[src/hw/rtl/bcw_pkg.sv]
// Package with shared constants, codes and payload types of the corner weight generator.
`timescale 1ns / 1ps

package bcw_pkg;

  localparam int MAX_AXIS_POINTS = 4096;
  localparam int FRAC_W          = 16;
  localparam int STEP_FRAC       = 16;
  localparam int COORD_W         = 32;
  localparam int AXIS_W          = $clog2(MAX_AXIS_POINTS);
  localparam int PTS_W           = 13;
  localparam int MARGIN_W        = 4;
  localparam int INDEX_W         = 24;
  localparam int WEIGHT_W        = FRAC_W + 1;
  localparam int POS_W           = 2 * COORD_W - STEP_FRAC;
  localparam int CFG_IDX_W       = 3;
  localparam int HI_W            = PTS_W + 1;

  typedef enum logic [CFG_IDX_W-1:0] {
    CFG_Z_ORIGIN   = 3'd0,
    CFG_X_ORIGIN   = 3'd1,
    CFG_Z_STEP_INV = 3'd2,
    CFG_X_STEP_INV = 3'd3,
    CFG_Z_POINTS   = 3'd4,
    CFG_X_POINTS   = 3'd5,
    CFG_MARGIN     = 3'd6
  } cfg_idx_t;

  typedef struct packed {
    logic signed [COORD_W-1:0] z_coord;
    logic signed [COORD_W-1:0] x_coord;
  } in_item_t;

  typedef struct packed {
    logic [1:0]          corner;
    logic [INDEX_W-1:0]  grid_index;
    logic [WEIGHT_W-1:0] weight;
    logic                out_of_bounds;
    logic                last;
  } out_item_t;

  typedef struct packed {
    logic signed [COORD_W-1:0] origin;
    logic [COORD_W-1:0]        inv;
    logic [AXIS_W-1:0]         hi;
    logic                      hi_ok;
    logic [MARGIN_W-1:0]       margin;
  } axis_cfg_t;

  typedef struct packed {
    logic              ok;
    logic [AXIS_W-1:0] ipart;
    logic [FRAC_W-1:0] frac;
  } axis_res_t;

  typedef struct packed {
    logic s1;
    logic s2;
    logic s3;
  } axis_en_t;

  typedef struct packed {
    logic                     oob;
    logic [3:0][INDEX_W-1:0]  idx;
    logic [3:0][WEIGHT_W-1:0] w;
  } corner_set_t;

endpackage

[src/hw/rtl/bcw_serial.sv]
// Output register that sends a point's corner results one per cycle unless stalled.
`timescale 1ns / 1ps

module bcw_serial (
  input  logic                  clk,
  input  logic                  rst_n,
  input  logic                  set_valid,
  input  bcw_pkg::corner_set_t  cset,
  output logic                  set_pop,
  output logic                  out_valid,
  input  logic                  out_stall,
  output bcw_pkg::out_item_t    out_data
);

  logic [1:0]          cnt_r, cnt_nxt;
  logic                out_valid_r, out_valid_nxt;
  bcw_pkg::out_item_t  out_r, out_nxt;
  logic                load;

  always_comb begin
    load    = set_valid && (!out_valid_r || !out_stall);
    set_pop = load && (cset.oob || (cnt_r == 2'd3));

    if (cset.oob) begin
      out_nxt.corner        = 2'd0;
      out_nxt.grid_index    = '0;
      out_nxt.weight        = '0;
      out_nxt.out_of_bounds = 1'b1;
      out_nxt.last          = 1'b1;
    end else begin
      out_nxt.corner        = cnt_r;
      out_nxt.grid_index    = cset.idx[cnt_r];
      out_nxt.weight        = cset.w[cnt_r];
      out_nxt.out_of_bounds = 1'b0;
      out_nxt.last          = (cnt_r == 2'd3);
    end

    if (set_pop) begin
      cnt_nxt = 2'd0;
    end else if (load) begin
      cnt_nxt = cnt_r + 2'd1;
    end else begin
      cnt_nxt = cnt_r;
    end

    if (load) begin
      out_valid_nxt = 1'b1;
    end else if (out_stall) begin
      out_valid_nxt = out_valid_r;
    end else begin
      out_valid_nxt = 1'b0;
    end
  end

  always_ff @(posedge clk) begin
    if (!rst_n) begin
      cnt_r       <= 2'd0;
      out_valid_r <= 1'b0;
    end else begin
      cnt_r       <= cnt_nxt;
      out_valid_r <= out_valid_nxt;
    end
    if (load) begin
      out_r <= out_nxt;
    end
  end

  assign out_valid = out_valid_r;
  assign out_data  = out_r;

endmodule

[config.mk]
export PLATFORM = sky130hd
export DESIGN_NAME = bcw_serial
export DESIGN_NICKNAME = d
export VERILOG_FILES = /design/src/hw/rtl/bcw_pkg.sv /design/src/hw/rtl/bcw_serial.sv
export SDC_FILE = /design/constraint.sdc
export NUM_CORES = 1
export LEC_CHECK = 0
export ABC_AREA = 0
export BUFFER_PORTS_ARGS = -buffer_cell sky130_fd_sc_hd__buf_2
export CAP_MARGIN = 20
export CELL_PAD_IN_SITES_DETAIL_PLACEMENT = 2
export CELL_PAD_IN_SITES_GLOBAL_PLACEMENT = 2
export CORE_MARGIN = 4
export CORE_UTILIZATION = 22
export DETAILED_ROUTE_END_ITERATION = 10
export PLACE_DENSITY = 0.9
export SYNTH_ARGS = -nofsm -noshare
export SYNTH_HDL_FRONTEND = slang
export SYNTH_SLANG_ARGS = --single-unit
export TNS_END_PERCENT = 10
[constraint.sdc]
create_clock -name clk -period 2.55 [get_ports clk]
set_input_delay 0 -clock clk [delete_from_list [all_inputs] [get_ports clk]]
set_output_delay 0 -clock clk [all_outputs]
set_load 0.03 [all_outputs]
==> results.cfg <==
[floorplanning]
io_pins = 216
start_util = 0.227
placement_rows = 40
floorplan.die.width_um = 120
die_y_um = 120
core_area_um2 = 12100
die-area_um2 = 14300

[setup_path]
end_kind = primary output
arrival_ns = 1.96
startpoint_type = input pin
criticalPathCategory = input pin to primary output
crit_required_ns = 2.55
worstPathMaxFanout = 24

[yosys]
seq_area_frac_synth = 0.513
synthTopCellsByArea = edfxtp_1 49%, mux2i_1 31%, o22ai_1 9.3%
synth_fp_nets = 378
avgSynthCellArea_um2 = 13.2
synth_flop_cell = edfxtp_1
async_reset_ff_frac = 0
netlist_area_um2 = 2750
synth_top_cell_by_area = edfxtp_1
yosysMostFrequentCell = mux2i_1
ys_warn_count = 0
syn_inst = 208
synth_cell_types = 21
synth_edf_count = 45
ys_ff_latch = 48
synth_commonest_cells = 84 x mux2i_1, 45 x edfxtp_1, 41 x o22ai_1
yosysTopAreaCellShare = 0.492

[routing]
wl_per_cell_um = 17.8
vias_per_cell = 4.47
drt_iter0_drc = 82
first_pass_iters = 2
drt.antenna.violating_nets = 0
wl_um = 10400
num_vias = 2615
drc = 0

[sta]
tightest_slew_ns = 0.929
slew_violations = 0
setup_tns_ns = 0
finalSetupViolations = 0
rsz0062_at_grt = no
fin_crit_sh = 0.767
skew_ns = 0.00546
max_slew_margin = 0.381
fin_crit_ns = 1.96
hold_violations = 0
fmax_ghz = 0.511

[global_routing]
grt.total_usage = 0.139
grt_pass1_wl_um = 15800
grt_max_degree = 52
first_global_vias = 2987
grt-ovfl-total = 0
antenna_found_initial = 0

[cells_and_area]
num-fill-cells = 1354
antenna_cells = 0
stdcell_area_um2 = 4120
nets = 586
drive_above_1_share = 0.552
areaGrowthSynthToFinish_pct = 50.0

[job]
drv_cap = 0

[pwr]
seqPwrFrac = 0.440
p_sw_frac = 0.278
p_switching_uw = 602
combPwrFrac = 0.251
powerDensity_nw_per_um2 = 524
ir_worst_vdd_mv = 0.261
internal-power_mw = 1.56
clkPwrFrac = 0.309
cellLeakagePower_nw = 1.79

[clock_network]
htreeDepth = 2
cts_resized = 0
clk_latency_ns = 0.29
cts_inserted_buffers = 5
cts_root_buf = clkbuf_16
tritoncts = built
clk_path_buf_depth = 2
clk_pin_slew_ns = 0.07
cts.sinks = 48

[place]
portBuffers = 215
post_dp_cell_area_um2 = 3960
gp_congestion = 0.781
dp_hpwl_um = 8310

[status]
status = completed

[min_path]
hold_path_class = input pin to flop
==> path summary, 6_finish.rpt <==
| path | startpoint | endpoint | slack (ns) | cells past startpoint |
|---|---|---|---|---|
| worst min-delay path | rst_n | cnt_r[1] | 0.009 | 3 |
| worst max-delay path | set_valid | set_pop | 0.59 | 7 |
| worst max register to register | cnt_r[0] | out_data[12] | 0.90 | 3 |
| worst min register to register | cnt_r[1] | cnt_r[1] | 0.52 | 2 |
==> power by group through the flow <==
stage,logic (mW),registers (mW),clock network (mW)
3_3_place_gp,0.526,0.966,0
2_1_floorplan,0.212,1.08,0
3_5_place_dp,0.550,0.971,0
4_1_cts,0.553,0.954,0.692
5_1_grt,0.588,0.958,0.733
6_report,0.543,0.952,0.668
==> cells in the final DEF (no fill, tap or decap) <==
master,n
ha_1,1
and2_1,1
nand4bb_1,1
clkbuf_16,5
dfxtp_1,2
dlygate4sd3_1,2
nor2b_1,2
nand2b_2,1
buf_12,2
a21oi_1,1
inv_1,1
clkbuf_1,2
mux2i_1,84
buf_2,215
edfxtp_1,45
o22ai_1,41
or2_1,1
nand2_1,2
or4b_1,1
a21bo_2,1
buf_4,2
or2_2,1
inv_2,1
dfxtp_4,1
clkbuf_8,1
==> flip-flops by register name, indices dropped and copies added (netlist names) <==
signal,count
out_data,45
cnt_r,2
out_valid,1
==> through the flow <==
step	hold slack (ns)	power, mW	utilization	worst slack, ns	instances
2_1_floorplan	0.0989	1.29	-	0.554	208
6_report	0.00907	2.16	0.340	0.593	585
4_1_cts	0.0121	2.20	0.340	0.541	585
5_1_grt	0.0154	2.28	0.340	0.491	585
3_3_place_gp	0.249	1.49	0.327	1.02	575
3_5_place_dp	0.272	1.52	0.327	0.891	575
==> layer usage <==
metal / vias up / share of wire / GRT usage
met4: 0 / 0.0097 / 0.0322
met2: 149 / 0.53 / 0.267
met1: 1223 / 0.37 / 0.147
li1: 1238 / - / -
met5: - / 0 / 0
met3: 5 / 0.092 / 0.0443
==> cell type report <==
type / instances / area, µm² / area share
Clock buffer: 8 / 146 / 0.0355
Timing Repair Buffer: 221 / 1150 / 0.279
Multi-Input combinational cell: 138 / 1190 / 0.289
Tap cell: 168 / 210 / 0.0510
Sequential cell: 48 / 1420 / 0.343
Inverter: 2 / 7.51 / 0.00182
==> logic make-up (layout without fill, tap and decap cells) <==
| group | count (synthesis) | after routing | synth area share |
|---|---|---|---|
| flip-flops | 48 | 48 | 0.513 |
| buffers and inverters | 22 | 231 | 0.0533 |
| multiplexers | 84 | 84 | 0.306 |
| AO/OA/AOI/OAI | 43 | 43 | 0.0988 |
| AND/OR/NAND/NOR | 10 | 10 | 0.0241 |
| adder cells (fa/ha/maj) | 1 | 1 | 0.00455 |
==> timing repair <==
item / in CTS / in global routing
hold buffers: 2 / 0
hold endpoints to repair: 2 / 0
setup buffers: 0 / 0
==> worst max-delay path, cell delays in order <==
cell	delay, ns
dlygate4sd3_1	0.53
buf_2	0.11
a21bo_2	0.25
inv_2	0.45
buf_12	0.26
and2_1	0.15
buf_2	0.19
Power figures use the tool's default switching activity.
