===== src/hw/rtl/bcw_pkg.sv =====
// Package with shared constants, codes and payload types of the corner weight generator.
`timescale 1ns / 1ps

package bcw_pkg;

  localparam int MAX_AXIS_POINTS = 4096;
  localparam int FRAC_W          = 16;
  localparam int STEP_FRAC       = 16;
  localparam int COORD_W         = 32;
  localparam int AXIS_W          = $clog2(MAX_AXIS_POINTS);
  localparam int PTS_W           = 13;
  localparam int MARGIN_W        = 4;
  localparam int INDEX_W         = 24;
  localparam int WEIGHT_W        = FRAC_W + 1;
  localparam int POS_W           = 2 * COORD_W - STEP_FRAC;
  localparam int CFG_IDX_W       = 3;
  localparam int HI_W            = PTS_W + 1;

  typedef enum logic [CFG_IDX_W-1:0] {
    CFG_Z_ORIGIN   = 3'd0,
    CFG_X_ORIGIN   = 3'd1,
    CFG_Z_STEP_INV = 3'd2,
    CFG_X_STEP_INV = 3'd3,
    CFG_Z_POINTS   = 3'd4,
    CFG_X_POINTS   = 3'd5,
    CFG_MARGIN     = 3'd6
  } cfg_idx_t;

  typedef struct packed {
    logic signed [COORD_W-1:0] z_coord;
    logic signed [COORD_W-1:0] x_coord;
  } in_item_t;

  typedef struct packed {
    logic [1:0]          corner;
    logic [INDEX_W-1:0]  grid_index;
    logic [WEIGHT_W-1:0] weight;
    logic                out_of_bounds;
    logic                last;
  } out_item_t;

  typedef struct packed {
    logic signed [COORD_W-1:0] origin;
    logic [COORD_W-1:0]        inv;
    logic [AXIS_W-1:0]         hi;
    logic                      hi_ok;
    logic [MARGIN_W-1:0]       margin;
  } axis_cfg_t;

  typedef struct packed {
    logic              ok;
    logic [AXIS_W-1:0] ipart;
    logic [FRAC_W-1:0] frac;
  } axis_res_t;

  typedef struct packed {
    logic s1;
    logic s2;
    logic s3;
  } axis_en_t;

  typedef struct packed {
    logic                     oob;
    logic [3:0][INDEX_W-1:0]  idx;
    logic [3:0][WEIGHT_W-1:0] w;
  } corner_set_t;

endpackage


===== src/hw/rtl/bcw_corners.sv =====
// Corner indexes and bilinear weights of one point, one register stage.
`timescale 1ns / 1ps

module bcw_corners (
  input  logic                          clk,
  input  logic                          en,
  input  bcw_pkg::axis_res_t            zres,
  input  bcw_pkg::axis_res_t            xres,
  input  logic [bcw_pkg::PTS_W-1:0]     stride,
  output bcw_pkg::corner_set_t          cset
);

  localparam int BASE_W = bcw_pkg::AXIS_W + bcw_pkg::PTS_W + 1;
  localparam int PROD_W = 2 * bcw_pkg::WEIGHT_W;

  function automatic logic [bcw_pkg::WEIGHT_W-1:0] wmul(
    input logic [bcw_pkg::WEIGHT_W-1:0] a,
    input logic [bcw_pkg::WEIGHT_W-1:0] b
  );
    logic [PROD_W-1:0] p;
    p = PROD_W'(a) * PROD_W'(b) + (PROD_W'(1) << (bcw_pkg::FRAC_W - 1));
    return p[bcw_pkg::FRAC_W +: bcw_pkg::WEIGHT_W];
  endfunction

  logic [BASE_W-1:0]             base_full;
  logic [bcw_pkg::INDEX_W-1:0]   base, strd;
  logic [bcw_pkg::WEIGHT_W-1:0]  fz, fx, wz, wx;
  bcw_pkg::corner_set_t          cset_nxt, cset_r;

  always_comb begin
    base_full = BASE_W'(xres.ipart) * BASE_W'(stride) + BASE_W'(zres.ipart);
    base      = base_full[bcw_pkg::INDEX_W-1:0];
    strd      = bcw_pkg::INDEX_W'(stride);
    fz = bcw_pkg::WEIGHT_W'(zres.frac);
    fx = bcw_pkg::WEIGHT_W'(xres.frac);
    wz = (bcw_pkg::WEIGHT_W'(1) << bcw_pkg::FRAC_W) - fz;
    wx = (bcw_pkg::WEIGHT_W'(1) << bcw_pkg::FRAC_W) - fx;
    cset_nxt.oob    = !(zres.ok && xres.ok);
    cset_nxt.idx[0] = base;
    cset_nxt.idx[1] = base + bcw_pkg::INDEX_W'(1);
    cset_nxt.idx[2] = base + strd;
    cset_nxt.idx[3] = base + strd + bcw_pkg::INDEX_W'(1);
    cset_nxt.w[0]   = wmul(wz, wx);
    cset_nxt.w[1]   = wmul(fz, wx);
    cset_nxt.w[2]   = wmul(wz, fx);
    cset_nxt.w[3]   = wmul(fz, fx);
  end

  always_ff @(posedge clk) begin
    if (en) begin
      cset_r <= cset_nxt;
    end
  end

  assign cset = cset_r;

endmodule


===== config.mk =====
export PLATFORM = sky130hd
export DESIGN_NAME = bcw_corners
export DESIGN_NICKNAME = d
export VERILOG_FILES = /design/src/hw/rtl/bcw_pkg.sv /design/src/hw/rtl/bcw_corners.sv
export SDC_FILE = /design/constraint.sdc
export NUM_CORES = 2
export LEC_CHECK = 0
export BUFFER_PORTS_ARGS = -buffer_cell sky130_fd_sc_hd__buf_2
export CAP_MARGIN = 10
export CORE_MARGIN = 4
export CORE_UTILIZATION = 33
export DETAILED_ROUTE_END_ITERATION = 10
export PLACE_DENSITY = 0.62
export SETUP_SLACK_MARGIN = 0.02
export SYNTH_ARGS = -nofsm -noshare
export SYNTH_HDL_FRONTEND = slang
export SYNTH_SLANG_ARGS = --single-unit

===== constraint.sdc =====
create_clock -name clk -period 9.09 [get_ports clk]
set_input_delay 1.3635 -clock clk [delete_from_list [all_inputs] [get_ports clk]]
set_output_delay 1.3635 -clock clk [all_outputs]
set_load 0.02 [all_outputs]

==> flow_summary_export.csv <==
group,metric,value,unit
status,outcome,"finished clean",
yosys,ys_types,83,
layout,num-nets-final,6805,
worst_setup_path,worst_path_arrival_time,8.94,ns
routing,drtAntennaViolNets,0,
timing,min_period,8.68,ns
flow_run,timing.max_cap.violations,0,
worst_setup_path,start_kind,"primary input",
timing,report.final.slew_viol_count,0,
timing,tightestPinTransition,0.990,ns
layout,finalNonFillerCells,7127,
routing,avgViaCountPerCell,4.73,
layout,drive_gt1_share,10.8,%
worst_setup_path,crit_path_top_delay_cell,"fa_1",
grt,grt.overflow.total,0,
timing,timing.slew.headroom,33.7,%
placement,place_worst_setup_slack,-0.178,ns
yosys,synth-edff-count,165,
clock_network,cts_sinks,165,
clock_network,cts_tree,"done",
yosys,mappedNetlistArea,0.0467,mm²
timing,finalHoldViolCount,0,
timing,final_critical_path_setup_slack,0.408,ns
timing,min_period_over_period,95.5,%
routing,drt-wirelength-per-cell,17.2,µm
worst_setup_path,cp_slowest_stage_delay,0.54,ns
yosys,synth.avg_cell_area,9.33,µm²
clock_network,clock-root-buffer,"clkbuf_16",
yosys,most_numerous_cell_types_in_the_synthesized_netlist,"1186 x inv_1, 952 x fa_1, 801 x nand2_1",
worst_hold_path,worstHoldPathCells,2,
floorplanning,coreArea,0.140,mm²
yosys,synth_top_flop_cell,"edfxtp_1",
yosys,async_set_or_reset_flop_fraction_in_the_synthesized_netlist,0,%
yosys,synthDominantAreaCellType,"fa_1",
grt,grt_pass1_wl,201000,µm
routing,number_of_search_and_repair_iterations_in_the_first_detailed_routing_pass,6,
clock_network,clk_path_buf_depth,2,
routing,final_wl,123000,µm
worst_setup_path,cp_num_buf_inv,9,
yosys,synthesis.nets,6574,
floorplanning,dieArea,0.148,mm²
timing,setup_viol_count_final,0,
clock_network,h-tree-depth,4,
floorplanning,num_rows,137,
yosys,seq_area_frac_synth,10.6,%
worst_setup_path,critical_path_peak_fanout,9,
routing,first_iter_violations,1982,
timing,grt_setup_unrepaired,"no",
grt,number_of_global_route_vias_before_repair,36673,
worst_setup_path,cp_num_cells,30,
worst_setup_path,cpMostUsedCell,"fa_1",
placement,gpl.final_weighted_congestion,0.879,
worst_setup_path,worstPathRequired,9.35,ns
layout,largest_reg_flops,165,
timing,max_clock_freq,0.115,GHz
placement,detailedPlacementHpwl,102000,µm
grt,grt_resource_usage_total,17.3,%
floorplanning,effective_utilization_at_floorplan,33.4,%
yosys,netlist_top_cells_area,"fa_1 41%, ha_1 15%, edfxtp_1 11%, inv_1 9.5%, nand2_1 6.4%",
yosys,post-synth-top-area-fraction,40.8,%
clock_network,tritoncts.num_buffers,17,
placement,placed_cells,7091,
floorplanning,fp.dieH,384,µm
yosys,top_count_cell_post_synth,"inv_1",
yosys,synth_warnings,0,
floorplanning,floorplan.die.width,384,µm
clock_network,clk_pin_slew_worst_paths,0.07,ns
placement,place.port_buffers,237,
routing,detail_route.drc_violations,0,
grt,maximum_number_of_pins_on_one_net_before_global_route_repair,76,
yosys,postSynthCellCount,5005,
worst_setup_path,cp-end-kind,"register",
floorplanning,pin_count,238,
worst_setup_path,critical-path-top-delay-family,"adder cells",
yosys,post_synthesis_sequential_element_count,165,
layout,layout-area-overhead-vs-synth,11.0,%
worst_setup_path,path_class,"primary input to register",
worst_hold_path,timing.hold.worst.class,"primary input to register",
routing,route.vias.total,33691,
timing,final.setup.tns,0,ns
grt,antenna_violations_before_repair,9,
-- kinds of logic after synthesis --
kind of cell	count (synthesis)	share of synthesized area, %
compound gates	242	3.73
xor+xnor	184	3.57
fa+ha+maj	1496	55.4
buf+inv	1427	11.5
flops	165	10.6
mux	1	0.0214
simple gates	1490	15.2
-- per-stage QoR --
stage                     utilization, %  cell area [µm²]  hold WS, ns
after CTS                           37.0            51800         1.05
after global routing                37.0            51800         1.07
after global placement              36.6            51200         1.60
after floorplan                        -            46700         1.48
after detailed placement            36.6            51200         1.61
final                               37.0            51900         1.09
-- path summary, 6_finish.rpt --
kind | from | to
max | zres[8] | cset[42]
min | xres[28] | cset[164]
-- cell type report --
cell class | count | area, µm²
Sequential cell | 165 | 4950
Tap cell | 1876 | 2350
Clock inverter | 14 | 185
Antenna cell | 3 | 7.51
Timing Repair Buffer | 451 | 2840
Multi-Input combinational cell | 3413 | 36600
Fill cell | 14090 | 88200
Inverter | 1188 | 4460
Clock buffer | 17 | 425
-- routing by layer --
layer	global-route usage (%)	part of all wire [%]
met1	22.6	43
met2	29.6	49
met3	2.14	4.9
met4	5.92	3.5
met5	0	0.024
-- cells in the final DEF (no fill, tap or decap), types with 6 or more instances in the layout --
cell,instances
nand3_1,33
or2_2,10
nor2b_1,18
buf_2,236
nor2_1,93
xnor2_1,99
buf_4,211
nor3_1,28
and3_1,22
fa_1,952
xnor2_2,20
xor2_2,11
o21a_1,16
clkbuf_16,17
inv_1,1186
nand4_1,19
nand2b_1,13
o211ai_1,8
and2_1,401
a211o_1,6
o21ai_0,29
nand2_1,801
o21bai_1,6
a21o_1,39
a21oi_1,62
edfxtp_1,165
or3_1,12
a211oi_1,7
and4_1,9
xor2_1,52
ha_1,544
-- what timing repair did --
item,in CTS,in global routing
endpoints found under the setup margin,0,14
hold buffers,0,0
setup buffers,0,2
resized for setup,0,3
Power is not shown: default switching activity piles up to over one toggle a cycle in this logic, so the estimate is an artifact.
