`src/hw/rtl/bcw_pkg.sv`:
```
// Package with shared constants, codes and payload types of the corner weight generator.
`timescale 1ns / 1ps

package bcw_pkg;

  localparam int MAX_AXIS_POINTS = 4096;
  localparam int FRAC_W          = 16;
  localparam int STEP_FRAC       = 16;
  localparam int COORD_W         = 32;
  localparam int AXIS_W          = $clog2(MAX_AXIS_POINTS);
  localparam int PTS_W           = 13;
  localparam int MARGIN_W        = 4;
  localparam int INDEX_W         = 24;
  localparam int WEIGHT_W        = FRAC_W + 1;
  localparam int POS_W           = 2 * COORD_W - STEP_FRAC;
  localparam int CFG_IDX_W       = 3;
  localparam int HI_W            = PTS_W + 1;

  typedef enum logic [CFG_IDX_W-1:0] {
    CFG_Z_ORIGIN   = 3'd0,
    CFG_X_ORIGIN   = 3'd1,
    CFG_Z_STEP_INV = 3'd2,
    CFG_X_STEP_INV = 3'd3,
    CFG_Z_POINTS   = 3'd4,
    CFG_X_POINTS   = 3'd5,
    CFG_MARGIN     = 3'd6
  } cfg_idx_t;

  typedef struct packed {
    logic signed [COORD_W-1:0] z_coord;
    logic signed [COORD_W-1:0] x_coord;
  } in_item_t;

  typedef struct packed {
    logic [1:0]          corner;
    logic [INDEX_W-1:0]  grid_index;
    logic [WEIGHT_W-1:0] weight;
    logic                out_of_bounds;
    logic                last;
  } out_item_t;

  typedef struct packed {
    logic signed [COORD_W-1:0] origin;
    logic [COORD_W-1:0]        inv;
    logic [AXIS_W-1:0]         hi;
    logic                      hi_ok;
    logic [MARGIN_W-1:0]       margin;
  } axis_cfg_t;

  typedef struct packed {
    logic              ok;
    logic [AXIS_W-1:0] ipart;
    logic [FRAC_W-1:0] frac;
  } axis_res_t;

  typedef struct packed {
    logic s1;
    logic s2;
    logic s3;
  } axis_en_t;

  typedef struct packed {
    logic                     oob;
    logic [3:0][INDEX_W-1:0]  idx;
    logic [3:0][WEIGHT_W-1:0] w;
  } corner_set_t;

endpackage

```
`src/hw/rtl/bcw_axis.sv`:
```
// Three-stage mapping of one coordinate to grid units with bounds check.
`timescale 1ns / 1ps

module bcw_axis (
  input  logic                              clk,
  input  bcw_pkg::axis_en_t                 en,
  input  logic signed [bcw_pkg::COORD_W-1:0] coord,
  input  bcw_pkg::axis_cfg_t                acfg,
  output bcw_pkg::axis_res_t                res
);

  logic [bcw_pkg::COORD_W:0]     diff_nxt;
  logic [bcw_pkg::COORD_W-1:0]   diff_r;
  logic                          neg1_r, neg2_r;
  logic [2*bcw_pkg::COORD_W-1:0] prod_nxt;
  logic [bcw_pkg::POS_W-1:0]     pos_r;
  logic [bcw_pkg::POS_W-1:0]     lo_lim, hi_lim;
  bcw_pkg::axis_res_t            res_nxt, res_r;

  always_comb begin
    diff_nxt = {coord[bcw_pkg::COORD_W-1], coord}
             - {acfg.origin[bcw_pkg::COORD_W-1], acfg.origin};
    prod_nxt = (2*bcw_pkg::COORD_W)'(diff_r) * (2*bcw_pkg::COORD_W)'(acfg.inv);
    lo_lim   = bcw_pkg::POS_W'(acfg.margin) << bcw_pkg::FRAC_W;
    hi_lim   = bcw_pkg::POS_W'(acfg.hi) << bcw_pkg::FRAC_W;
    res_nxt.ok    = !neg2_r && acfg.hi_ok && (pos_r > lo_lim) && (pos_r < hi_lim);
    res_nxt.ipart = pos_r[bcw_pkg::FRAC_W +: bcw_pkg::AXIS_W];
    res_nxt.frac  = pos_r[bcw_pkg::FRAC_W-1:0];
  end

  always_ff @(posedge clk) begin
    if (en.s1) begin
      diff_r <= diff_nxt[bcw_pkg::COORD_W-1:0];
      neg1_r <= diff_nxt[bcw_pkg::COORD_W];
    end
    if (en.s2) begin
      pos_r  <= prod_nxt[2*bcw_pkg::COORD_W-1:bcw_pkg::STEP_FRAC];
      neg2_r <= neg1_r;
    end
    if (en.s3) begin
      res_r <= res_nxt;
    end
  end

  assign res = res_r;

endmodule

```
`config.mk`:
```
export PLATFORM = sky130hd
export DESIGN_NAME = bcw_axis
export DESIGN_NICKNAME = d
export VERILOG_FILES = /design/src/hw/rtl/bcw_pkg.sv /design/src/hw/rtl/bcw_axis.sv
export SDC_FILE = /design/constraint.sdc
export NUM_CORES = 2
export LEC_CHECK = 0
export BUFFER_PORTS_ARGS = -buffer_cell sky130_fd_sc_hd__buf_4
export CORE_MARGIN = 5
export CORE_UTILIZATION = 70
export CTS_BUF_LIST = sky130_fd_sc_hd__clkbuf_8
export DETAILED_ROUTE_END_ITERATION = 16
export PLACE_DENSITY = 0.89
export SYNTH_ARGS = -nofsm -noshare
export SYNTH_HDL_FRONTEND = slang
export SYNTH_SLANG_ARGS = --single-unit
```
`constraint.sdc`:
```
create_clock -name clk -period 14.8 [get_ports clk]
set_input_delay 1.48 -clock clk [delete_from_list [all_inputs] [get_ports clk]]
set_output_delay 1.48 -clock clk [all_outputs]
set_load 0.02 [all_outputs]
```
==> results.json <==
{
  "cts_setup_buffers": 0,
  "drc_errors": 0,
  "place.gp.congestion": 0.939,
  "die-area_um2": 59200,
  "initial_utilization": 0.707,
  "nFillCells": 3592,
  "die_w_um": 243,
  "whs_path_depth": 0,
  "slew_headroom": 0.503,
  "syn-num-nets": 5319,
  "post-dp-hpwl_um": 76300,
  "cp-end-kind": "flop",
  "synth_ff_type": "edfxtp_1",
  "hold_start": "pos_r[13]",
  "ys_seq_elements": 111,
  "clk_pin_slew_worst_paths_ns": 0.14,
  "synth_warnings": 0,
  "grt_use_total": 0.349,
  "tns_ns": 0,
  "critPathBufInv": 5,
  "core_area_um2": 53900,
  "holdPathEnd": "res[13]",
  "crit_path_start_kind": "input port",
  "synth_edf_count": 111,
  "yosysMostFrequentCell": "inv_1",
  "fin_crit_sh": 0.580,
  "dr.pass1.iters": 5,
  "grt_max_degree": 50,
  "rr_startpoint": "diff_r[25]",
  "ioPinCount": 146,
  "status": "complete, no violations",
  "drt-vias-per-instance": 6.03,
  "synth_top_area_frac": 0.471,
  "maxSlewViolCount": 0,
  "cts_tree": "yes",
  "path_delay_family": "adder cells",
  "setup_viol": 0,
  "max_freq_mhz": 117,
  "synth_area_um2": 38100,
  "r2r_end": "pos_r[41]",
  "clk-insertion-delay-late_ns": 0.46,
  "slowest_stage": "fa_1",
  "seq_area_frac_synth": 0.0875,
  "drive_gt1_frac": 0.0537,
  "hold_viol": 0,
  "wirelength_um": 101000,
  "worst_pin_slew_ns": 0.737,
  "finClkSkew_ns": 0.0322,
  "vias": 28300,
  "cpMostUsedCell": "fa_1",
  "wl_per_cell_um": 21.5,
  "cts_buffers": 9,
  "htreeDepth": 3,
  "r2r_slack_ns": 6.84,
  "cts_resized": 0,
  "crit_required_ns": 15.01,
  "netlist_instances": 3999,
  "max_cap_violations": 0,
  "grt_remaining_overflow": 0,
  "place_ws_ns": 5.82,
  "fp-row-count": 85,
  "syn-mean-instance-area_um2": 9.53,
  "antenna_found_initial": 3,
  "die_h_um": 243,
  "ant_nets": 0,
  "root_buffer": "clkbuf_8",
  "drt_iter0_drc": 2127,
  "crit_type": "input port to flop",
  "synthToLayoutAreaGrowth_pct": 4.32,
  "post-route-worst-setup-slack_ns": 6.22,
  "async_flop_share": 0,
  "rsz0062_at_grt": "false",
  "io_buffers": 145,
  "cp.arrival_ns": 8.79,
  "reg2reg_depth": 25,
  "hold_class": "flop to flop",
  "clockBufferDepth": 2,
  "synth_area_leader_cell": "fa_1",
  "synth_cell_type_count": 62,
  "cts_hold_buf": 0,
  "grt_pass1_vias": 31900,
  "crit_path_max_incr_delay_ns": 0.60,
  "cp_max_fo": 32,
  "fin_crit_ns": 8.58,
  "nets": 5302,
  "grt_pass1_wl_um": 162000,
  "cts.sinks": 111,
  "netlist_top_cells_area": "fa_1 (47%), ha_1 (10%), and2_1 (9.9%)",
  "synth_common_cells": "inv_1 (934), fa_1 (896), and2_1 (600), nand2_1 (469), ha_1 (307)"
}
[cells in the final DEF (no fill, tap or decap), drive strengths merged, types with 19 or more instances in the layout]
cell    count
o21ai      45
nand3      23
ha        307
nor2       39
nand2     469
edfxtp    111
o21bai     19
nand4      22
and2      600
inv       938
buf       177
xor2       25
xnor2      56
a21oi      84
fa        896
a21o       49
[state kept, by name (all words and copies together), names as in the netlist]
register / cells
diff_r: 32
neg1_r: 1
neg2_r: 1
pos_r: 48
res: 29
[routing by layer]
layer | share of wire | vias to the layer above | track usage
li1 | - | 11700 | -
met3 | 0.092 | 661 | 0.0673
met4 | 0.096 | 0 | 0.271
met5 | 0 | - | 0
met1 | 0.31 | 14100 | 0.387
met2 | 0.50 | 1737 | 0.592
[how the worst max path moves through the flow]
stage	end	slack (ns)	from	cells after the start
2_1_floorplan	pos_r[41]	6.44	acfg[25]	25
3_3_place_gp	pos_r[41]	5.94	acfg[26]	25
3_5_place_dp	pos_r[41]	5.82	acfg[26]	25
4_1_cts	pos_r[41]	6.34	acfg[26]	25
5_1_grt	pos_r[41]	6.04	acfg[22]	26
6_report	pos_r[41]	6.22	acfg[26]	25
[area by class of cell]
| type | count | area, µm² | share of cell area |
|---|---|---|---|
| antenna | 8 | 20.0 | 0.000504 |
| clock buffer | 9 | 124 | 0.00312 |
| clock inverter | 7 | 80.1 | 0.00201 |
| inverter | 934 | 3510 | 0.0882 |
| multi-input combinational | 2749 | 30500 | 0.767 |
| sequential | 111 | 3330 | 0.0839 |
| tap | 696 | 871 | 0.0219 |
| timing repair buffer | 177 | 1330 | 0.0334 |
[logic make-up (layout without fill, tap and decap cells)]
kind of cell    count (synthesis)  count (layout)  synth area share
simple gates                 1208            1208             0.165
fa+ha+maj                    1203            1203             0.572
buf+inv                      1139            1127             0.112
compound gates                257             257            0.0449
flops                         111             111            0.0875
xor+xnor                       81              81            0.0186
other cells                     0               8                 0
[stage by stage]
stage	util	area, µm²	instances	hold WS [ns]
after floorplan	-	38100	3999	0.400
after global placement	0.733	39500	4667	0.438
after detailed placement	0.733	39500	4667	0.440
after CTS	0.737	39700	4683	0.476
after global routing	0.737	39700	4686	0.490
final	0.737	39700	4691	0.473
[worst register-to-register path: stages (launching register included)]
cell and delay [ns]:
edfxtp_1 0.35, buf_4 0.44, and2_1 0.24, fa_1 0.45, fa_1 0.56, inv_1 0.06
fa_1 0.51, fa_1 0.53, inv_1 0.06, fa_1 0.60, fa_1 0.45, fa_1 0.53
inv_1 0.06, fa_1 0.49, inv_1 0.05, ha_1 0.38, a21oi_1 0.15, o21ai_0 0.13
a211o_1 0.27, a311o_1 0.28, nand2_1 0.10, o211ai_2 0.09, nand4bb_4 0.31, a311oi_4 0.39
o21bai_2 0.09, xor2_1 0.15
Power is not shown: default switching activity piles up to over one toggle a cycle in this logic, so the estimate is an artifact.
