`src/hw/rtl/bcw_pkg.sv`:
```
// Package with shared constants, codes and payload types of the corner weight generator.
`timescale 1ns / 1ps

package bcw_pkg;

  localparam int MAX_AXIS_POINTS = 4096;
  localparam int FRAC_W          = 16;
  localparam int STEP_FRAC       = 16;
  localparam int COORD_W         = 32;
  localparam int AXIS_W          = $clog2(MAX_AXIS_POINTS);
  localparam int PTS_W           = 13;
  localparam int MARGIN_W        = 4;
  localparam int INDEX_W         = 24;
  localparam int WEIGHT_W        = FRAC_W + 1;
  localparam int POS_W           = 2 * COORD_W - STEP_FRAC;
  localparam int CFG_IDX_W       = 3;
  localparam int HI_W            = PTS_W + 1;

  typedef enum logic [CFG_IDX_W-1:0] {
    CFG_Z_ORIGIN   = 3'd0,
    CFG_X_ORIGIN   = 3'd1,
    CFG_Z_STEP_INV = 3'd2,
    CFG_X_STEP_INV = 3'd3,
    CFG_Z_POINTS   = 3'd4,
    CFG_X_POINTS   = 3'd5,
    CFG_MARGIN     = 3'd6
  } cfg_idx_t;

  typedef struct packed {
    logic signed [COORD_W-1:0] z_coord;
    logic signed [COORD_W-1:0] x_coord;
  } in_item_t;

  typedef struct packed {
    logic [1:0]          corner;
    logic [INDEX_W-1:0]  grid_index;
    logic [WEIGHT_W-1:0] weight;
    logic                out_of_bounds;
    logic                last;
  } out_item_t;

  typedef struct packed {
    logic signed [COORD_W-1:0] origin;
    logic [COORD_W-1:0]        inv;
    logic [AXIS_W-1:0]         hi;
    logic                      hi_ok;
    logic [MARGIN_W-1:0]       margin;
  } axis_cfg_t;

  typedef struct packed {
    logic              ok;
    logic [AXIS_W-1:0] ipart;
    logic [FRAC_W-1:0] frac;
  } axis_res_t;

  typedef struct packed {
    logic s1;
    logic s2;
    logic s3;
  } axis_en_t;

  typedef struct packed {
    logic                     oob;
    logic [3:0][INDEX_W-1:0]  idx;
    logic [3:0][WEIGHT_W-1:0] w;
  } corner_set_t;

endpackage

```
`src/hw/rtl/bcw_cfg.sv`:
```
// Configuration registers and derived per-axis bounds.
`timescale 1ns / 1ps

module bcw_cfg (
  input  logic                             clk,
  input  logic                             rst_n,
  input  logic                             cfg_we,
  input  logic [bcw_pkg::CFG_IDX_W-1:0]    cfg_index,
  input  logic [bcw_pkg::COORD_W-1:0]      cfg_data,
  output bcw_pkg::axis_cfg_t               z_cfg,
  output bcw_pkg::axis_cfg_t               x_cfg,
  output logic [bcw_pkg::PTS_W-1:0]        stride
);

  logic [bcw_pkg::COORD_W-1:0]  z_origin_r, x_origin_r, z_inv_r, x_inv_r;
  logic [bcw_pkg::PTS_W-1:0]    z_points_r, x_points_r;
  logic [bcw_pkg::MARGIN_W-1:0] margin_r;
  logic [bcw_pkg::PTS_W-1:0]    z_clamp, x_clamp;
  logic [bcw_pkg::HI_W-1:0]     z_hi, x_hi, margin_ext;

  always_ff @(posedge clk) begin
    if (!rst_n) begin
      z_origin_r <= '0;
      x_origin_r <= '0;
      z_inv_r    <= bcw_pkg::COORD_W'(65536);
      x_inv_r    <= bcw_pkg::COORD_W'(65536);
      z_points_r <= bcw_pkg::PTS_W'(bcw_pkg::MAX_AXIS_POINTS);
      x_points_r <= bcw_pkg::PTS_W'(bcw_pkg::MAX_AXIS_POINTS);
      margin_r   <= bcw_pkg::MARGIN_W'(1);
    end else if (cfg_we) begin
      unique case (cfg_index)
        bcw_pkg::CFG_Z_ORIGIN:   z_origin_r <= cfg_data;
        bcw_pkg::CFG_X_ORIGIN:   x_origin_r <= cfg_data;
        bcw_pkg::CFG_Z_STEP_INV: z_inv_r    <= cfg_data;
        bcw_pkg::CFG_X_STEP_INV: x_inv_r    <= cfg_data;
        bcw_pkg::CFG_Z_POINTS:   z_points_r <= cfg_data[bcw_pkg::PTS_W-1:0];
        bcw_pkg::CFG_X_POINTS:   x_points_r <= cfg_data[bcw_pkg::PTS_W-1:0];
        bcw_pkg::CFG_MARGIN:     margin_r   <= cfg_data[bcw_pkg::MARGIN_W-1:0];
        default: begin
        end
      endcase
    end
  end

  always_comb begin
    z_clamp = (z_points_r > bcw_pkg::PTS_W'(bcw_pkg::MAX_AXIS_POINTS))
              ? bcw_pkg::PTS_W'(bcw_pkg::MAX_AXIS_POINTS) : z_points_r;
    x_clamp = (x_points_r > bcw_pkg::PTS_W'(bcw_pkg::MAX_AXIS_POINTS))
              ? bcw_pkg::PTS_W'(bcw_pkg::MAX_AXIS_POINTS) : x_points_r;
    margin_ext = bcw_pkg::HI_W'(margin_r);
    z_hi = bcw_pkg::HI_W'(z_clamp) - bcw_pkg::HI_W'(1) - margin_ext;
    x_hi = bcw_pkg::HI_W'(x_clamp) - bcw_pkg::HI_W'(1) - margin_ext;

    z_cfg.origin = $signed(z_origin_r);
    z_cfg.inv    = z_inv_r;
    z_cfg.hi     = z_hi[bcw_pkg::AXIS_W-1:0];
    z_cfg.hi_ok  = $signed(z_hi) > $signed(margin_ext);
    z_cfg.margin = margin_r;

    x_cfg.origin = $signed(x_origin_r);
    x_cfg.inv    = x_inv_r;
    x_cfg.hi     = x_hi[bcw_pkg::AXIS_W-1:0];
    x_cfg.hi_ok  = $signed(x_hi) > $signed(margin_ext);
    x_cfg.margin = margin_r;

    stride = z_clamp;
  end

endmodule

```
`config.mk`:
```
export PLATFORM = sky130hd
export DESIGN_NAME = bcw_cfg
export DESIGN_NICKNAME = d
export VERILOG_FILES = /design/src/hw/rtl/bcw_pkg.sv /design/src/hw/rtl/bcw_cfg.sv
export SDC_FILE = /design/constraint.sdc
export NUM_CORES = 1
export LEC_CHECK = 0
export ABC_AREA = 1
export BUFFER_PORTS_ARGS = -buffer_cell sky130_fd_sc_hd__buf_4
export CORE_MARGIN = 2
export CORE_UTILIZATION = 55
export CTS_CLUSTER_DIAMETER = 30
export DETAILED_ROUTE_END_ITERATION = 10
export GPL_TIMING_DRIVEN = 0
export PLACE_DENSITY = 0.95
export SKIP_CTS_REPAIR_TIMING = 1
export SLEW_MARGIN = 5
export SYNTH_ARGS = -nofsm -noshare
export SYNTH_HDL_FRONTEND = slang
export SYNTH_SLANG_ARGS = --single-unit
```
`constraint.sdc`:
```
create_clock -name clk -period 7.2 [get_ports clk]
set_input_delay 0.36 -clock clk [delete_from_list [all_inputs] [get_ports clk]]
set_output_delay 0.36 -clock clk [all_outputs]
set_load 0.01 [all_outputs]
```
==> metrics <==
Site Rows 40; vias in the first global route roughly 6,800; min Tclk post-route roughly 4.2 ns; Post-Place Cell Area 8457 um2; placed wire-length estimate about 15,000 um; die area between 10,000 and 15,000 um2; Final #Nets ~1,200; FF-to-FF Start margin_r[0]; internal power between 1.5 and 2 mW; Post-Syn Nets between 900 and 1,000; Achievable Freq 0.2383 GHz; Final ANT Viol Nets 0; Seq cells post-synth around 160; CP Data Arrival Time roughly 3.8 ns; drc violations 0; Hold WC Path Type in -> reg; drt initial violations 664; CP bufs+invs 2; max_cap viols 0; largest net degree at the start of global routing 17; setup TNS 0 ns; Worst-Margin Slew 0.7646 ns; share of layout cells above drive strength 1 0.2173; PnR worst setup slack around 3 ns; Logic pwr share 0.140; crit end category output pin; critical-path maximum fanout 6; Crit path top cell by count nor2_1; Max Root-Sink Buffers 2; fin crit share 0.5827; Final Skew 0 ns; drt total wl 21,050 um; clk_lat worst skew between 0.4 and 0.5 ns; switching power roughly 0.55 mW; cell taking the most area after synthesis dfxtp_1; TritonCTS clock tree yes; Die X between 100 and 150 um; total grt overflow 0; share of synthesized registers carrying an async set or reset 0; Area contributors post-synth dfxtp_1, nor2_1, o21ai_0; library cells used by synthesis 29; dpl ws 3.479 ns; Final Hold Viols 0; gr usage total 0.3226; Layout Cell Area excl Fill about 9000 um2; final setup vio count 0; Pleak approximately 4.6 nW; xor/xnor share of the synthesized area 0.01048; final core occ 0.7566; ANT cells 0; yosys warns 0; routability cong. 0.8504; clock share of power 0.425; CTS H-Tree Depth 4; PnR Total Power 2.122 mW; post-synthesis sequential area ratio 0.4729; vias per cell around 5.4; Post-synth EDFFs 0; critical path's top delay family simple AND/OR/NAND/NOR gates; port bufs 211; post-synthesis compound-gate area fraction 0.1498; switching share of power 0.2595; pwr dens 234.5 nW/um2; Synth Area in Simple Gates 0.2596; slew margin rel. 0.4864; RSZ-0062 raised after global routing no; status finished, final reports clean; register share of total power 0.436; combinational family with the most area after synthesis simple AND/OR/NAND/NOR gates; Routed WL per cell approximately 16 um; Post-Synth Adder-Cell Area 0.03591; most frequent cells in the layout nor2_1, buf_4, o21ai_0, dfxtp_1, nand2_1; max-slew violation count 0; # IOs 213; CTS Buf Count 17; vias a little over 7,000; worst vdd ir 156.2 uV; Post-Synthesis Cell Area 6689 um2; clk sinks approximately 160; top cell type's share of synthesized area 0.4729; first-pass GRT wire length approximately 33,000 um; Avg Inst Size Synth approximately 7 um2; cells along the critical path nor2_1 > nand2_1 > nor2_2 > a21oi_1 > nor2_1 > ha_1 > a21oi_1 > nand2_1 > xnor2_1 > inv_1 > ha_1 > a21oi_1 > nand2_1 > o22ai_1 > nand3_1 > nor2_1 > nand2_1 > nor2_1 > nand3_1 > nor2_1 > nor2_1 > buf_4; worst hold path startpoint cfg_data[25]; Required @ worst endpoint between 6 and 7 ns; Die H between 100 and 150 um; mux contribution to synthesized area 0; initial antenna violation count 0; startpoint type of the worst setup path flip-flop; Crit Path Category reg -> out; cells after synthesis roughly 940; Clock transition at path regs 0.06 ns; Initial Util 0.5592; core area approximately 12,000 um2; largest stage delay on the critical path ~0.43 ns; CP startpoint z_points_r[4]; Most used DFF post-synth dfxtp_1; area delta synth->final 35.30%; 1st-pass router iterations 5; buffer type at the clock tree root clkbuf_16; leading cell type in the layout, fill and taps excluded nor2_1; critical path's slowest cell dfxtp_1
-- routing by layer --
metal / share of wire / global-route usage / up-vias
met4: 0.031 / 0.1325 / 0
met5: 0 / 0 / -
met3: 0.096 / 0.1032 / 53
met2: 0.48 / 0.5552 / 326
li1: - / - / 3449
met1: 0.39 / 0.3715 / 3269
-- flip-flops by register name (all words and copies together), names as in the netlist --
register    cells
x_origin_r     32
x_points_r     13
x_inv_r        32
z_inv_r        32
z_origin_r     32
z_points_r     13
margin_r        4
-- worst min-delay path: cells and delay by family --
kind / cells / cell delay, ns
buffers and inverters: 1 / 0.10
and+or+nand+nor: 2 / 0.12
-- area by class of cell --
cell class                      instances  area, um2
Sequential cell                       158       3163
Multi-Input combinational cell        658       3049
Fill cell                             869       2912
Timing Repair Buffer                  211       1584
Clock buffer                           17      425.4
Inverter                               71      266.5
Buffer                                 50      210.2
Tap cell                              147      183.9
Clock inverter                         13      167.7
-- final timing paths --
kind / end / slack (ns) / cells past startpoint
max: z_cfg[4] / 3.00 / 22
min: x_origin_r[25] / 0.20 / 3
max reg2reg: margin_r[0] / 6.28 / 2
min reg2reg: z_points_r[2] / 0.48 / 2
-- synthesized netlist by cell type, types with 3 or more instances --
cell type	instances
nand4_1	4
clkbuf_1	45
xor2_1	5
ha_1	16
nor2_1	319
o21ai_0	163
o211ai_1	4
inv_1	69
nand3_1	22
nand2_4	3
buf_4	4
a21oi_1	24
dfxtp_1	158
nand2_1	76
o21ai_1	3
nor3_1	3
xnor2_1	3
-- per-stage QoR --
| stage | hold WS (ns) | std cells |
|---|---|---|
| global placement | 0.4392 | 1295 |
| detailed placement | 0.4610 | 1295 |
| floorplan | 0.4444 | 937 |
| global route | 0.1998 | 1325 |
| finish | 0.2031 | 1325 |
| CTS | 0.1934 | 1325 |
-- power by group through the flow --
stage / Clock, mW / Combinational [mW] / Sequential [mW]
after floorplan: 0 / 0.142 / 0.951
after global placement: 0 / 0.285 / 0.941
after detailed placement: 0 / 0.293 / 0.942
after CTS: 0.903 / 0.295 / 0.924
after global routing: 0.944 / 0.325 / 0.927
final: 0.901 / 0.296 / 0.925
-- cell families after synthesis --
family          after synthesis
compound gates              197
xor+xnor                      8
flops                       158
buf+inv                     121
fa+ha+maj                    18
simple gates                435
Note: power is estimated with default switching activity, not from simulation.
